`src/rtl/ihex_pkg.sv`:
```
// ihex_pkg: shared types, constants and character functions of the hex record encoder
// no dependencies; used by the interfaces, controller, datapath and top level
package ihex_pkg;

  // payload widths
  localparam int DATA_W = 8;
  localparam int CHAR_W = 7;

  // default data record length in bytes
  localparam int RECORD_BYTES_DEF = 16;

  // character index within one section of a line
  localparam int IDX_W = 4;
  localparam logic [IDX_W-1:0] ADDR_LAST = 4'd15;  // ":02000004" 00 seg chk lf
  localparam logic [IDX_W-1:0] HEAD_LAST = 4'd8;   // ':' count addr "00"
  localparam logic [IDX_W-1:0] TAIL_LAST = 4'd2;   // chk lf
  localparam logic [IDX_W-1:0] EOF_LAST  = 4'd11;  // ":00000001FF" lf

  // character codes
  localparam logic [CHAR_W-1:0] CH_COLON = 7'h3A;
  localparam logic [CHAR_W-1:0] CH_ZERO  = 7'h30;
  localparam logic [CHAR_W-1:0] CH_ONE   = 7'h31;
  localparam logic [CHAR_W-1:0] CH_TWO   = 7'h32;
  localparam logic [CHAR_W-1:0] CH_FOUR  = 7'h34;
  localparam logic [CHAR_W-1:0] CH_F     = 7'h46;
  localparam logic [CHAR_W-1:0] CH_LF    = 7'h0A;

  // section of output text being sent
  typedef enum logic [2:0] {
    PH_ADDR,
    PH_HEAD,
    PH_BYTES,
    PH_TAIL,
    PH_EOF
  } phase_t;

  // controller to datapath
  typedef struct packed {
    logic             load;        // take the input item
    logic             emit;        // a character is due this cycle
    phase_t           phase;
    logic [IDX_W-1:0] idx;
    logic             last;        // final character for this item
    logic             clr_record;  // data record done
    logic             clr_image;   // end-of-file record done
  } cmd_t;

  // datapath to controller
  typedef struct packed {
    logic need_addr;  // extended address record due before this byte
    logic flush;      // this byte closes a data record
    logic last;       // this byte ends the image
    logic adv;        // output stage can take a character
  } sts_t;

  // uppercase hex digit
  function automatic logic [CHAR_W-1:0] hex_char(input logic [3:0] n);
    logic [CHAR_W-1:0] c;
    if (n < 4'd10) begin
      c = CH_ZERO + {3'b000, n};
    end else begin
      c = 7'h37 + {3'b000, n};
    end
    return c;
  endfunction

  // fixed head of the extended linear address record
  function automatic logic [CHAR_W-1:0] addr_fix_char(input logic [IDX_W-1:0] i);
    logic [CHAR_W-1:0] c;
    unique case (i)
      4'd0:    c = CH_COLON;
      4'd1:    c = CH_ZERO;
      4'd2:    c = CH_TWO;
      4'd8:    c = CH_FOUR;
      default: c = CH_ZERO;
    endcase
    return c;
  endfunction

  // end-of-file record text
  function automatic logic [CHAR_W-1:0] eof_char(input logic [IDX_W-1:0] i);
    logic [CHAR_W-1:0] c;
    unique case (i)
      4'd0:    c = CH_COLON;
      4'd8:    c = CH_ONE;
      4'd9:    c = CH_F;
      4'd10:   c = CH_F;
      4'd11:   c = CH_LF;
      default: c = CH_ZERO;
    endcase
    return c;
  endfunction

endpackage

```
`src/rtl/ihex_if.sv`:
```
// ihex_if: valid/ready channel interfaces for the byte input and character output
// depends on ihex_pkg for payload widths
interface ihex_in_if;
  logic                        valid;
  logic                        ready;
  logic [ihex_pkg::DATA_W-1:0] data_byte;
  logic                        last_in;

  modport source (output valid, data_byte, last_in, input ready);
  modport sink (input valid, data_byte, last_in, output ready);
endinterface

interface ihex_out_if;
  logic                        valid;
  logic                        ready;
  logic [ihex_pkg::CHAR_W-1:0] ascii_char;
  logic                        last_char;

  modport source (output valid, ascii_char, last_char, input ready);
  modport sink (input valid, ascii_char, last_char, output ready);
endinterface

```
`src/rtl/ihex_ctrl.sv`:
```
// ihex_ctrl: sequencer walking the sections of each record, one character a cycle
// unless output stalls; depends on ihex_pkg, drives ihex_dp via cmd_t, reads sts_t
module ihex_ctrl #(
  parameter int RECORD_BYTES = ihex_pkg::RECORD_BYTES_DEF,
  localparam int CNT_W = $clog2(RECORD_BYTES + 1)
) (
  input  logic               clk,
  input  logic               rst,
  input  logic               in_valid,
  output logic               in_ready,
  input  ihex_pkg::sts_t     sts,
  input  logic [CNT_W-1:0]   count,
  output ihex_pkg::cmd_t     cmd,
  output logic [CNT_W-1:0]   byte_idx
);

  typedef enum logic [2:0] {
    S_IDLE,
    S_ADDR,
    S_HEAD,
    S_BYTES,
    S_TAIL,
    S_EOF
  } state_t;

  // one step of the character index
  localparam logic [ihex_pkg::IDX_W-1:0] IDX_STEP = {{(ihex_pkg::IDX_W-1){1'b0}}, 1'b1};

  state_t                    state;
  logic [ihex_pkg::IDX_W-1:0] idx;
  logic                      flush_pend;
  logic                      last_pend;
  logic                      at_end;

  assign in_ready = (state == S_IDLE);

  // end of the current section on this cycle's character
  always_comb begin
    unique case (state)
      S_ADDR:  at_end = (idx == ihex_pkg::ADDR_LAST);
      S_HEAD:  at_end = (idx == ihex_pkg::HEAD_LAST);
      S_BYTES: at_end = idx[0] && (byte_idx + CNT_W'(1) == count);
      S_TAIL:  at_end = (idx == ihex_pkg::TAIL_LAST);
      S_EOF:   at_end = (idx == ihex_pkg::EOF_LAST);
      default: at_end = 1'b0;
    endcase
  end

  // command decode
  always_comb begin
    cmd.load       = in_valid && (state == S_IDLE);
    cmd.emit       = (state != S_IDLE);
    cmd.idx        = idx;
    cmd.clr_record = (state == S_TAIL) && at_end && sts.adv;
    cmd.clr_image  = (state == S_EOF) && at_end && sts.adv;
    cmd.last       = ((state == S_ADDR) && at_end && !flush_pend) ||
                     ((state == S_TAIL) && at_end && !last_pend) ||
                     ((state == S_EOF) && at_end);
    unique case (state)
      S_ADDR:  cmd.phase = ihex_pkg::PH_ADDR;
      S_HEAD:  cmd.phase = ihex_pkg::PH_HEAD;
      S_BYTES: cmd.phase = ihex_pkg::PH_BYTES;
      S_TAIL:  cmd.phase = ihex_pkg::PH_TAIL;
      S_EOF:   cmd.phase = ihex_pkg::PH_EOF;
      default: cmd.phase = ihex_pkg::PH_ADDR;
    endcase
  end

  // state and counters
  always_ff @(posedge clk) begin
    if (rst) begin
      state      <= S_IDLE;
      idx        <= '0;
      byte_idx   <= '0;
      flush_pend <= 1'b0;
      last_pend  <= 1'b0;
    end else begin
      unique case (state)
        S_IDLE: begin
          if (in_valid) begin
            flush_pend <= sts.flush;
            last_pend  <= sts.last;
            idx        <= '0;
            byte_idx   <= '0;
            if (sts.need_addr) begin
              state <= S_ADDR;
            end else if (sts.flush) begin
              state <= S_HEAD;
            end
          end
        end
        S_ADDR: begin
          if (sts.adv) begin
            if (at_end) begin
              idx   <= '0;
              state <= flush_pend ? S_HEAD : S_IDLE;
            end else begin
              idx <= idx + IDX_STEP;
            end
          end
        end
        S_HEAD: begin
          if (sts.adv) begin
            if (at_end) begin
              idx   <= '0;
              state <= S_BYTES;
            end else begin
              idx <= idx + IDX_STEP;
            end
          end
        end
        S_BYTES: begin
          if (sts.adv) begin
            if (idx[0]) begin
              idx <= '0;
              if (at_end) begin
                byte_idx <= '0;
                state    <= S_TAIL;
              end else begin
                byte_idx <= byte_idx + CNT_W'(1);
              end
            end else begin
              idx <= idx + IDX_STEP;
            end
          end
        end
        S_TAIL: begin
          if (sts.adv) begin
            if (at_end) begin
              idx   <= '0;
              state <= last_pend ? S_EOF : S_IDLE;
            end else begin
              idx <= idx + IDX_STEP;
            end
          end
        end
        S_EOF: begin
          if (sts.adv) begin
            if (at_end) begin
              idx       <= '0;
              last_pend <= 1'b0;
              state     <= S_IDLE;
            end else begin
              idx <= idx + IDX_STEP;
            end
          end
        end
        default: state <= S_IDLE;
      endcase
    end
  end

  // buffer walk stays inside the held bytes
  a_byte_range: assert property (@(posedge clk) disable iff (rst)
    (state == S_BYTES) |-> (byte_idx < count))
    else $error("byte index beyond held bytes");

  // end-of-file record only after the final byte
  a_eof_last: assert property (@(posedge clk) disable iff (rst)
    (state == S_EOF) |-> last_pend)
    else $error("end-of-file record without final byte");

  // final byte always closes a data record
  a_last_flush: assert property (@(posedge clk) disable iff (rst)
    (state != S_IDLE && last_pend) |-> flush_pend)
    else $error("final byte without data record");

  // a byte that causes no text leaves the sequencer idle
  a_quiet_byte: assert property (@(posedge clk) disable iff (rst)
    (cmd.load && !sts.need_addr && !sts.flush) |=> (state == S_IDLE))
    else $error("quiet byte left sequencer busy");

endmodule

```
`src/rtl/ihex_dp.sv`:
```
// ihex_dp: record buffer, address and checksum registers, character select, output stage
// depends on ihex_pkg; commanded by ihex_ctrl
module ihex_dp #(
  parameter int RECORD_BYTES = ihex_pkg::RECORD_BYTES_DEF,
  localparam int CNT_W  = $clog2(RECORD_BYTES + 1),
  localparam int BIDX_W = (RECORD_BYTES > 1) ? $clog2(RECORD_BYTES) : 1
) (
  input  logic                        clk,
  input  logic                        rst,
  input  ihex_pkg::cmd_t              cmd,
  output ihex_pkg::sts_t              sts,
  output logic [CNT_W-1:0]            count,
  input  logic [CNT_W-1:0]            byte_idx,
  input  logic [ihex_pkg::DATA_W-1:0] data_byte,
  input  logic                        last_in,
  input  logic                        out_ready,
  output logic                        out_valid,
  output logic [ihex_pkg::CHAR_W-1:0] ascii_char,
  output logic                        last_char
);

  logic [7:0]                  line_buf [RECORD_BYTES];
  logic [31:0]                 pos;
  logic [15:0]                 rec_addr;
  logic [7:0]                  sum;
  logic [1:0]                  seg;
  logic [7:0]                  cnt8;
  logic [7:0]                  rec_chk;
  logic [7:0]                  addr_chk;
  logic [7:0]                  rd_byte;
  logic [ihex_pkg::CHAR_W-1:0] ch;

  // status towards the sequencer
  always_comb begin
    sts.need_addr = (pos[15:0] == 16'h0000) && (pos[31:18] == 14'd0);
    sts.flush     = (count == CNT_W'(RECORD_BYTES - 1)) || last_in;
    sts.last      = last_in;
    sts.adv       = !out_valid || out_ready;
  end

  // record buffer, no reset
  always_ff @(posedge clk) begin
    if (cmd.load) begin
      line_buf[count[BIDX_W-1:0]] <= data_byte;
    end
  end

  // record and image state
  always_ff @(posedge clk) begin
    if (rst) begin
      pos      <= '0;
      count    <= '0;
      sum      <= '0;
      rec_addr <= '0;
      seg      <= '0;
    end else begin
      if (cmd.load) begin
        seg   <= pos[17:16];
        pos   <= pos + 32'd1;
        count <= count + CNT_W'(1);
        if (count == '0) begin
          rec_addr <= pos[15:0];
          sum      <= data_byte;
        end else begin
          sum <= sum + data_byte;
        end
      end
      if (cmd.clr_record || cmd.clr_image) begin
        count <= '0;
        sum   <= '0;
      end
      if (cmd.clr_image) begin
        pos <= '0;
      end
    end
  end

  // checksums
  assign cnt8     = {{(8 - CNT_W){1'b0}}, count};
  assign rec_chk  = 8'd0 - (sum + cnt8 + rec_addr[7:0] + rec_addr[15:8]);
  assign addr_chk = 8'd0 - (8'd6 + {6'd0, seg});
  assign rd_byte  = line_buf[byte_idx[BIDX_W-1:0]];

  // character select
  always_comb begin
    unique case (cmd.phase)
      ihex_pkg::PH_ADDR: begin
        unique case (cmd.idx)
          4'd12:   ch = ihex_pkg::hex_char({2'b00, seg});
          4'd13:   ch = ihex_pkg::hex_char(addr_chk[7:4]);
          4'd14:   ch = ihex_pkg::hex_char(addr_chk[3:0]);
          4'd15:   ch = ihex_pkg::CH_LF;
          default: ch = ihex_pkg::addr_fix_char(cmd.idx);
        endcase
      end
      ihex_pkg::PH_HEAD: begin
        unique case (cmd.idx)
          4'd0:    ch = ihex_pkg::CH_COLON;
          4'd1:    ch = ihex_pkg::hex_char(cnt8[7:4]);
          4'd2:    ch = ihex_pkg::hex_char(cnt8[3:0]);
          4'd3:    ch = ihex_pkg::hex_char(rec_addr[15:12]);
          4'd4:    ch = ihex_pkg::hex_char(rec_addr[11:8]);
          4'd5:    ch = ihex_pkg::hex_char(rec_addr[7:4]);
          4'd6:    ch = ihex_pkg::hex_char(rec_addr[3:0]);
          default: ch = ihex_pkg::CH_ZERO;
        endcase
      end
      ihex_pkg::PH_BYTES: begin
        ch = cmd.idx[0] ? ihex_pkg::hex_char(rd_byte[3:0])
                        : ihex_pkg::hex_char(rd_byte[7:4]);
      end
      ihex_pkg::PH_TAIL: begin
        unique case (cmd.idx)
          4'd0:    ch = ihex_pkg::hex_char(rec_chk[7:4]);
          4'd1:    ch = ihex_pkg::hex_char(rec_chk[3:0]);
          default: ch = ihex_pkg::CH_LF;
        endcase
      end
      ihex_pkg::PH_EOF: ch = ihex_pkg::eof_char(cmd.idx);
      default:          ch = ihex_pkg::CH_LF;
    endcase
  end

  // output register
  always_ff @(posedge clk) begin
    if (rst) begin
      out_valid <= 1'b0;
    end else if (sts.adv) begin
      out_valid <= cmd.emit;
    end
  end

  always_ff @(posedge clk) begin
    if (sts.adv && cmd.emit) begin
      ascii_char <= ch;
      last_char  <= cmd.last;
    end
  end

endmodule

```
`src/rtl/intel_hex_record_encoder.sv`:
```
// intel_hex_record_encoder: top level joining sequencer and datapath to the channels
// depends on ihex_pkg, ihex_in_if, ihex_out_if, ihex_ctrl and ihex_dp
//
//   channel  dir  payload                 meaning
//   in_ch    in   data_byte[7:0],last_in  image bytes in address order
//   out_ch   out  ascii_char[6:0],last_char  hex text, one character per transfer
//
// one input transfer is taken only while the sequencer is idle
// each record is then sent as characters: 16 per address record, 12 + 2n per data
// record of n bytes, 12 for the end-of-file record
// a byte that emits nothing returns to idle after its transfer cycle
// rst is synchronous; no clearing pass, the record buffer needs no reset
// a stalled out_ch holds the output register and freezes the sequencer
module intel_hex_record_encoder #(
  parameter int RECORD_BYTES = ihex_pkg::RECORD_BYTES_DEF,
  localparam int CNT_W = $clog2(RECORD_BYTES + 1)
) (
  input  logic       clk,
  input  logic       rst,
  ihex_in_if.sink    in_ch,
  ihex_out_if.source out_ch
);

  ihex_pkg::cmd_t   cmd;
  ihex_pkg::sts_t   sts;
  logic [CNT_W-1:0] count;
  logic [CNT_W-1:0] byte_idx;

  // sequencer
  ihex_ctrl #(
    .RECORD_BYTES (RECORD_BYTES)
  ) u_ctrl (
    .clk      (clk),
    .rst      (rst),
    .in_valid (in_ch.valid),
    .in_ready (in_ch.ready),
    .sts      (sts),
    .count    (count),
    .cmd      (cmd),
    .byte_idx (byte_idx)
  );

  // datapath and output stage
  ihex_dp #(
    .RECORD_BYTES (RECORD_BYTES)
  ) u_dp (
    .clk        (clk),
    .rst        (rst),
    .cmd        (cmd),
    .sts        (sts),
    .count      (count),
    .byte_idx   (byte_idx),
    .data_byte  (in_ch.data_byte),
    .last_in    (in_ch.last_in),
    .out_ready  (out_ch.ready),
    .out_valid  (out_ch.valid),
    .ascii_char (out_ch.ascii_char),
    .last_char  (out_ch.last_char)
  );

endmodule

```
`src/flat_wrapper.sv`:
```
// flat-port wrapper written by rule: the top's interface ports become plain ports
module intel_hex_record_encoder_flat 
#(
  parameter int RECORD_BYTES = ihex_pkg::RECORD_BYTES_DEF,
  localparam int CNT_W = $clog2(RECORD_BYTES + 1)
)
  (clk, rst, in_ch_valid, in_ch_data_byte, in_ch_last_in, in_ch_ready, out_ch_valid, out_ch_ascii_char, out_ch_last_char, out_ch_ready);
  ihex_in_if in_ch_i ();
  ihex_out_if out_ch_i ();
  input  logic clk;
  input  logic rst;
  input wire logic [$bits(in_ch_i.valid)-1:0] in_ch_valid;
  input wire logic [$bits(in_ch_i.data_byte)-1:0] in_ch_data_byte;
  input wire logic [$bits(in_ch_i.last_in)-1:0] in_ch_last_in;
  output wire logic [$bits(in_ch_i.ready)-1:0] in_ch_ready;
  output wire logic [$bits(out_ch_i.valid)-1:0] out_ch_valid;
  output wire logic [$bits(out_ch_i.ascii_char)-1:0] out_ch_ascii_char;
  output wire logic [$bits(out_ch_i.last_char)-1:0] out_ch_last_char;
  input wire logic [$bits(out_ch_i.ready)-1:0] out_ch_ready;
  assign in_ch_i.valid = in_ch_valid;
  assign in_ch_i.data_byte = in_ch_data_byte;
  assign in_ch_i.last_in = in_ch_last_in;
  assign in_ch_ready = in_ch_i.ready;
  assign out_ch_valid = out_ch_i.valid;
  assign out_ch_ascii_char = out_ch_i.ascii_char;
  assign out_ch_last_char = out_ch_i.last_char;
  assign out_ch_i.ready = out_ch_ready;
  intel_hex_record_encoder #(.RECORD_BYTES(RECORD_BYTES)) u_core (.clk(clk), .rst(rst), .in_ch(in_ch_i), .out_ch(out_ch_i));
endmodule
```
`config.mk`:
```
export PLATFORM = sky130hd
export DESIGN_NAME = intel_hex_record_encoder_flat
export DESIGN_NICKNAME = d
export VERILOG_FILES = /design/src/rtl/ihex_pkg.sv /design/src/rtl/ihex_if.sv /design/src/rtl/ihex_ctrl.sv /design/src/rtl/ihex_dp.sv /design/src/rtl/intel_hex_record_encoder.sv /design/src/flat_wrapper.sv
export SDC_FILE = /design/constraint.sdc
export NUM_CORES = 1
export LEC_CHECK = 0
export BUFFER_PORTS_ARGS = -buffer_cell sky130_fd_sc_hd__buf_4
export CAP_MARGIN = 20
export CORE_ASPECT_RATIO = 0.7
export CORE_MARGIN = 2
export CORE_UTILIZATION = 55
export CTS_CLUSTER_DIAMETER = 40
export DETAILED_ROUTE_END_ITERATION = 8
export PLACE_DENSITY = 0.86
export SLEW_MARGIN = 20
export SYNTH_ARGS = -nofsm -noshare
export SYNTH_HDL_FRONTEND = slang
export SYNTH_SLANG_ARGS = --single-unit
export TNS_END_PERCENT = 20
```
`constraint.sdc`:
```
create_clock -name clk -period 4.2 [get_ports clk]
set_input_delay 0.84 -clock clk [delete_from_list [all_inputs] [get_ports clk]]
set_output_delay 0.84 -clock clk [all_outputs]
set_load 0.02 [all_outputs]
```
## Word-level counts from Yosys, hierarchy flattened

Memory sizes are Yosys's and may differ from the RTL's. A register that Yosys moved wholly into a read port is not among the register bits.
Index checks and enable logic that the tools add are counted.

| storage, ports and cells | value |
|---|---|
| register bits | 86 |
| memory bits (writable) | 128 |
| input port bits | 13 |
| output and inout port bits | 10 |
| word-level logic and storage cells | 201 |
| memories kept | 1 |

| operators by class | value |
|---|---|
| $add $sub $neg | 37 |
| order comparisons | 13 |
| eq/ne operators | 39 |
| mux-type cells | 59 |
| reductions and logical operators | 39 |

Memories:

| name | words | width | rd ports | clocked after Yosys merged registers in | write ports | line | source |
|---|---|---|---|---|---|---|---|
| u_core.u_dp.line_buf | 16 | 8 | 1 | 1 | 1 | ihex_dp.sv:22 | `logic [7:0] line_buf [RECORD_BYTES];` |

Operator list:

| kind | number |
|---|---|
| $add 6x4->7 const A | 22 |
| $mux 7 | 14 |
| $pmux 7 s4 | 2 |
| $pmux 7 s7 | 1 |
| $mux 3 | 15 |
| $lt 4x4->1 const B | 11 |
| $pmux 7 s5 | 1 |
| $add 32x1->32 const B | 1 |
| $eq 4x4->1 const B | 8 |
| $mux 4 | 7 |
| $add 8x8->8 | 3 |
| $ne 2x2->1 const B | 12 |
| $pmux 4 s3 | 2 |
| $mux 5 | 4 |
| $pmux 3 s6 | 1 |
| $logic_not 16->1 | 1 |
| $add 6x1->7 const A | 2 |
| $add 6x2->7 const A | 2 |
| $logic_not 14->1 | 1 |
| $pmux 7 s2 | 1 |
| $reduce_and 13->1 | 1 |
| $eq 3x2->1 const B | 4 |
| $eq 4x3->1 const B | 3 |
| $pmux 3 s4 | 1 |
| other kinds (34) | 67 |

## Longest topological paths before layout

| logic depth | value |
|---|---|
| word-level depth | 10 |
| gate-level depth with buffers | 16 |
| depth with buffers taken out | 15 |

## Hierarchy

Synthesis repeated with hierarchy kept, for this count alone.

| unflattened totals | value |
|---|---|
| cells, all modules | 1069 |
| area total of the unflattened synthesis | 11614.9 sq um |

By module, submodules not included:

| module | times used | cells an instance | area each (sq um) | sequential area each (sq um) |
|---|---|---|---|---|
| ihex_dp | 1 | 919 | 10432.5 | 5365.1 |
| ihex_ctrl | 1 | 150 | 1182.4 | 280.3 |

## Worst setup path before layout

No wires, ideal clock.

| timing | value |
|---|---|
| path type | flip-flop to flip-flop |
| from | reg u_core.u_dp.count[1] |
| to | reg u_core.u_dp.ascii_char[1] in the netlist's numbering (data pin) |
| setup time | 0.263 ns |
| arrival time | 4.139 ns |
| required time | 3.937 ns |
| path slack | -0.202 ns |
| cell stages (with the launch flop) | 16 |
| path buffers | 1 |
| clock period less this slack | 4.402 ns |
| cells stage by stage | dfxtp_1 clkbuf_1 inv_1 fa_1 inv_1 fa_1 fa_1 inv_1 ha_1 fa_1 a21o_1 a21oi_1 xnor2_1 a21bo_2 a211o_1 a2111o_1 |

| between the ends | value |
|---|---|
| longest elaborated chain between the ends | 8 |
| elaborated cells between the ends (all ways) | 19 |
| those cells by class | add/sub (10); order compare (3); mux (6) |

RTL lines:

| item | line | source |
|---|---|---|
| from (decl) | ihex_dp.sv:12 | `output logic [CNT_W-1:0] count,` |
| from (signal assigned) | ihex_dp.sv:60 | `count <= count + CNT_W'(1);` |
| $add 8x5->8 | ihex_dp.sv:80 | `assign rec_chk = 8'd0 - (sum + cnt8 + rec_addr[7:0] + rec_addr[15:8]);` |
| $add 8x8->8 (2 in series) | ihex_dp.sv:80 |  |
| $sub 1x8->8 | ihex_dp.sv:80 |  |
| $add 6x4->7, or another cell as far along | ihex_pkg.sv:62 | `c = 7'h37 + {3'b000, n};` |
| $mux 7 | ihex_pkg.sv:59 | `if (n < 4'd10) begin` |
| $pmux 7 s2 | ihex_dp.sv:113 | `unique case (cmd.idx)` |
| $pmux 7 s5 (*) | ihex_dp.sv:86 | `unique case (cmd.phase)` |
| net u_core.u_dp.ch, one bit | ihex_dp.sv:31 | `logic [ihex_pkg::CHAR_W-1:0] ch;` |
| to (signal assigned) | ihex_dp.sv:135 | `ascii_char <= ch;` |
| to (decl) | ihex_dp.sv:18 | `output logic [ihex_pkg::CHAR_W-1:0] ascii_char,` |

Mark *: on every way through the listed nets, which the timed path passes. The rest lies on a longest branch.
A chain may end at the register's enable or synchronous reset.

## Final worst setup path

| timing | value |
|---|---|
| from | reg u_core.u_dp.rec_addr[9] |
| to | reg u_core.u_dp.ascii_char[1] in the netlist's numbering (data pin) |

| between the ends | value |
|---|---|
| longest elaborated chain between the ends | 6 |
| elaborated cells between the ends (all ways) | 17 |
| those cells by class | add/sub (8); order compare (3); mux (6) |

RTL lines:

| item | line | source |
|---|---|---|
| from (decl) | ihex_dp.sv:24 | `logic [15:0] rec_addr;` |
| from (signal assigned) | ihex_dp.sv:62 | `rec_addr <= pos[15:0];` |
| $add 8x8->8 | ihex_dp.sv:80 |  |
| $sub 1x8->8 | ihex_dp.sv:80 |  |
| $add 6x4->7, or another cell as far along | ihex_pkg.sv:62 |  |
| $mux 7 | ihex_pkg.sv:59 |  |
| $pmux 7 s2 | ihex_dp.sv:113 |  |
| $pmux 7 s5 (*) | ihex_dp.sv:86 |  |
| net u_core.u_dp.ch, one bit | ihex_dp.sv:31 |  |

Marked as above.

==> impl_metrics.tcl <==
set metrics [dict create \
    antenna_left 0 \
    ys_ff_latch 218 \
    crit_path_end_kind "register" \
    start_util_pct 56.0 \
    synth_edf_count 136 \
    remaining_drc_errors 0 \
    period_share_pct 96.0 \
    final_cell_mix "136 x edfxtp_1, 112 x nand2_1, 96 x nor2_1" \
    grt_usage_pct 27.1 \
    crit_path_max_incr_delay_ns 0.56 \
    nets 1175 \
    clkSlewWorstSetupHoldPaths_ns 0.07 \
    core_area_um2 20700 \
    cp_common_cell "inv_2" \
    grt_pass1_vias 8587 \
    synth_warnings 0 \
    num_vias 8973 \
    async_reset_ff_share_pct 0 \
    area_delta_synth_final_pct 11.8 \
    hold_end "u_core.u_dp.rec_addr[0]$_SDFFE_PP0P_" \
    slew_headroom_pct 35.7 \
    clk_path_buf_depth 3 \
    layout_commonest_cell "edfxtp_1" \
    cts_tree "done" \
    startpoint_type "register" \
    grt_remaining_overflow 0 \
    grt_pass1_wl_um 47200 \
    syn_area_um2 11600 \
    first_pass_iters 7 \
    reg2reg_to "u_core.u_dp.ascii_char[1]$_DFFE_PP_" \
    cp.required_ns 4.48 \
    clock_skew_ns 0.0154 \
    row_count 44 \
    pin_count 23 \
    dr.first_iter.drc_count 1291 \
    maxSlewViolCount 0 \
    die_area_um2 22300 \
    numPortBuffers 22 \
    dp_slack_ns 0.00799 \
    finalHoldViolCount 0 \
    ys_types 72 \
    antenna_found_initial 1 \
    routedWlPerCell_um 21.4 \
    seq_power_share_pct 36.2 \
    drive_above_1_share_pct 13.6 \
    tns_ns 0 \
    path_buf_inv 3 \
    regToRegSetupSlack_ns 0.17 \
    design_power_total_mw 6.98 \
    wirelength_um 29900 \
    path_cells "inv_2, fa_1, inv_2, fa_2, fa_1, inv_2, ha_4, fa_2, a21o_1, a21oi_2, xnor2_1, a21bo_2, a211o_1, a2111o_1" \
    crit_arrival_ns 4.32 \
    switching_share_pct 35.5 \
    max_freq_ghz 0.248 \
    status "finished, final reports clean" \
    timing.rr.start "u_core.u_dp.rec_addr[9]$_SDFFE_PP0P_" \
    cts_root_buf "clkbuf_16" \
    cap_violations 0 \
    grt_max_degree 33 \
    die_x_um 178 \
    min_path_type "reg -> reg" \
    whs_path_depth 2 \
    dieHeight_um 125 \
    syn_avg_cell_area_um2 10.8 \
    viasPerCell 6.42 \
    comb_power_share_pct 32.8 \
    syn_inst 1073 \
    htree_levels 1 \
    cp_top_family "adder cells" \
    diodes 0 \
    insertion_delay_ns 0.53 \
    cp_slowest_cell "fa_1" \
    timing.final.ws_setup_ns 0.168 \
    clock-sinks 218 \
    ys_seq_area_share_pct 49.4 \
    r2r_cells 14 \
    p_clk_share_pct 30.9 \
    cts_buffers 26 \
    peakVddDrop_mv 0.447 \
    p_sw_mw 2.48 \
    fin_crit_ns 4.03 \
    gp_congestion 0.949 \
    rsz0062_at_grt "no" \
    power_density_nw_per_um2 538 \
    intPower_mw 4.50 \
    finalSetupViolations 0 \
    syn-num-nets 1147 \
    tightest_slew_ns 0.960 \
    hpwlAfterDp_um 20300 \
    worst-path-max-fanout 3 \
    worstSetupPathType "reg -> reg" \
    hp-start "u_core.u_dp.rec_addr[0]$_SDFFE_PP0P_" \
    synth_ff_type "edfxtp_1" \
    p_leak_nw 4.47 \
]
power groups by stage:
stage / combinational (mW) / sequential (mW) / clock (mW)
final: 2.29 / 2.53 / 2.16
after global routing: 2.49 / 2.54 / 2.24
after CTS: 2.20 / 2.53 / 2.16
after detailed placement: 2.15 / 2.57 / 0
after global placement: 2.08 / 2.56 / 0
after floorplan: 1.51 / 2.56 / 0
area by class of cell:
type | instances | area, um2
Inverter | 63 | 236
Clock buffer | 29 | 672
Sequential cell | 218 | 5730
Clock inverter | 19 | 161
Timing Repair Buffer | 49 | 368
Fill cell | 1535 | 7740
Tap cell | 276 | 345
Multi-Input combinational cell | 743 | 5450
cell families (layout without fill, tap and decap cells):
group,Yosys count,count (layout),share of synthesized area [%]
and+or+nand+nor,345,345,14.3
AOI/OAI and AO/OA,233,233,13.3
DFF,218,218,49.4
buffers and inverters,112,160,3.94
adders and majority gates,61,61,7.42
xor gates and xnor gates,60,60,4.60
muxes,44,44,7.03
timing repair:
item,4_1_cts,5_1_grt
endpoints found under the setup margin,1,5
setup buffers,1,0
pin swaps,2,8
gates resized for setup,1,10
hold buffers,0,0
cloned,0,0
per-layer routing:
metal	vias to the layer above	wire length, um	GRT usage (%)
li1	4016	-	-
met1	4315	12200	38.5
met2	567	13400	41.6
met3	75	3520	6.84
met4	0	781	6.99
met5	-	0	0
flip-flops by register name, summed over array words and instances (netlist names), 2 cells and up, named ones only:
register / cells
u_core.u_dp.seg: 2
u_core.u_dp.ascii_char: 7
u_core.u_dp.sum: 8
u_core.u_ctrl.idx: 4
u_core.u_ctrl.state: 3
u_core.u_ctrl.byte_idx: 5
u_core.u_dp.line_buf: 128
u_core.u_dp.rec_addr: 16
u_core.u_dp.count: 5
u_core.u_dp.pos: 32
worst max path at each step:
stage                                    startpoint                                  end  slack, ns  cells after the start
3_3_place_gp   u_core.u_dp.rec_addr[1]$_SDFFE_PP0P_  u_core.u_dp.ascii_char[1]$_DFFE_PP_       0.07                     14
6_report       u_core.u_dp.rec_addr[9]$_SDFFE_PP0P_  u_core.u_dp.ascii_char[1]$_DFFE_PP_       0.17                     14
2_1_floorplan     u_core.u_dp.count[3]$_SDFFE_PP0P_  u_core.u_dp.ascii_char[1]$_DFFE_PP_       0.03                     13
4_1_cts        u_core.u_dp.rec_addr[1]$_SDFFE_PP0P_  u_core.u_dp.ascii_char[1]$_DFFE_PP_       0.01                     14
3_5_place_dp   u_core.u_dp.rec_addr[1]$_SDFFE_PP0P_  u_core.u_dp.ascii_char[1]$_DFFE_PP_      0.008                     14
5_1_grt        u_core.u_dp.rec_addr[9]$_SDFFE_PP0P_  u_core.u_dp.ascii_char[0]$_DFFE_PP_       0.02                     15
metrics by stage:
stage,cells,area [um2],utilization (%),hold WS (ns)
finish,1397,13000,62.6,0.457
global route,1397,13000,62.6,0.490
detailed placement,1348,12100,58.5,0.451
CTS,1397,12900,62.5,0.459
global placement,1348,12100,58.5,0.447
floorplan,1073,11600,-,0.436
tightest hold or removal path: stages (launching register included):
cell     delay, ns
dfxtp_1       0.31
nand2_1       0.05
a21oi_1       0.05
synth_stat cells, types with 13 or more instances:
master / instances / area (um2)
a21oi_1: 66 / 330
fa_1: 13 / 260
nor2_1: 96 / 360
o21ai_0: 41 / 205
ha_1: 48 / 601
nor2b_1: 15 / 93.8
nand4_1: 20 / 125
nand3_1: 20 / 100
mux2i_1: 14 / 140
inv_1: 63 / 236
xor2_1: 29 / 254
nand2_1: 112 / 420
nor3_1: 24 / 120
mux4_2: 30 / 676
dfxtp_1: 82 / 1640
clkbuf_1: 31 / 116
edfxtp_1: 136 / 4080
xnor2_1: 30 / 263
a211oi_1: 14 / 105
Power figures use the tool's default switching activity.
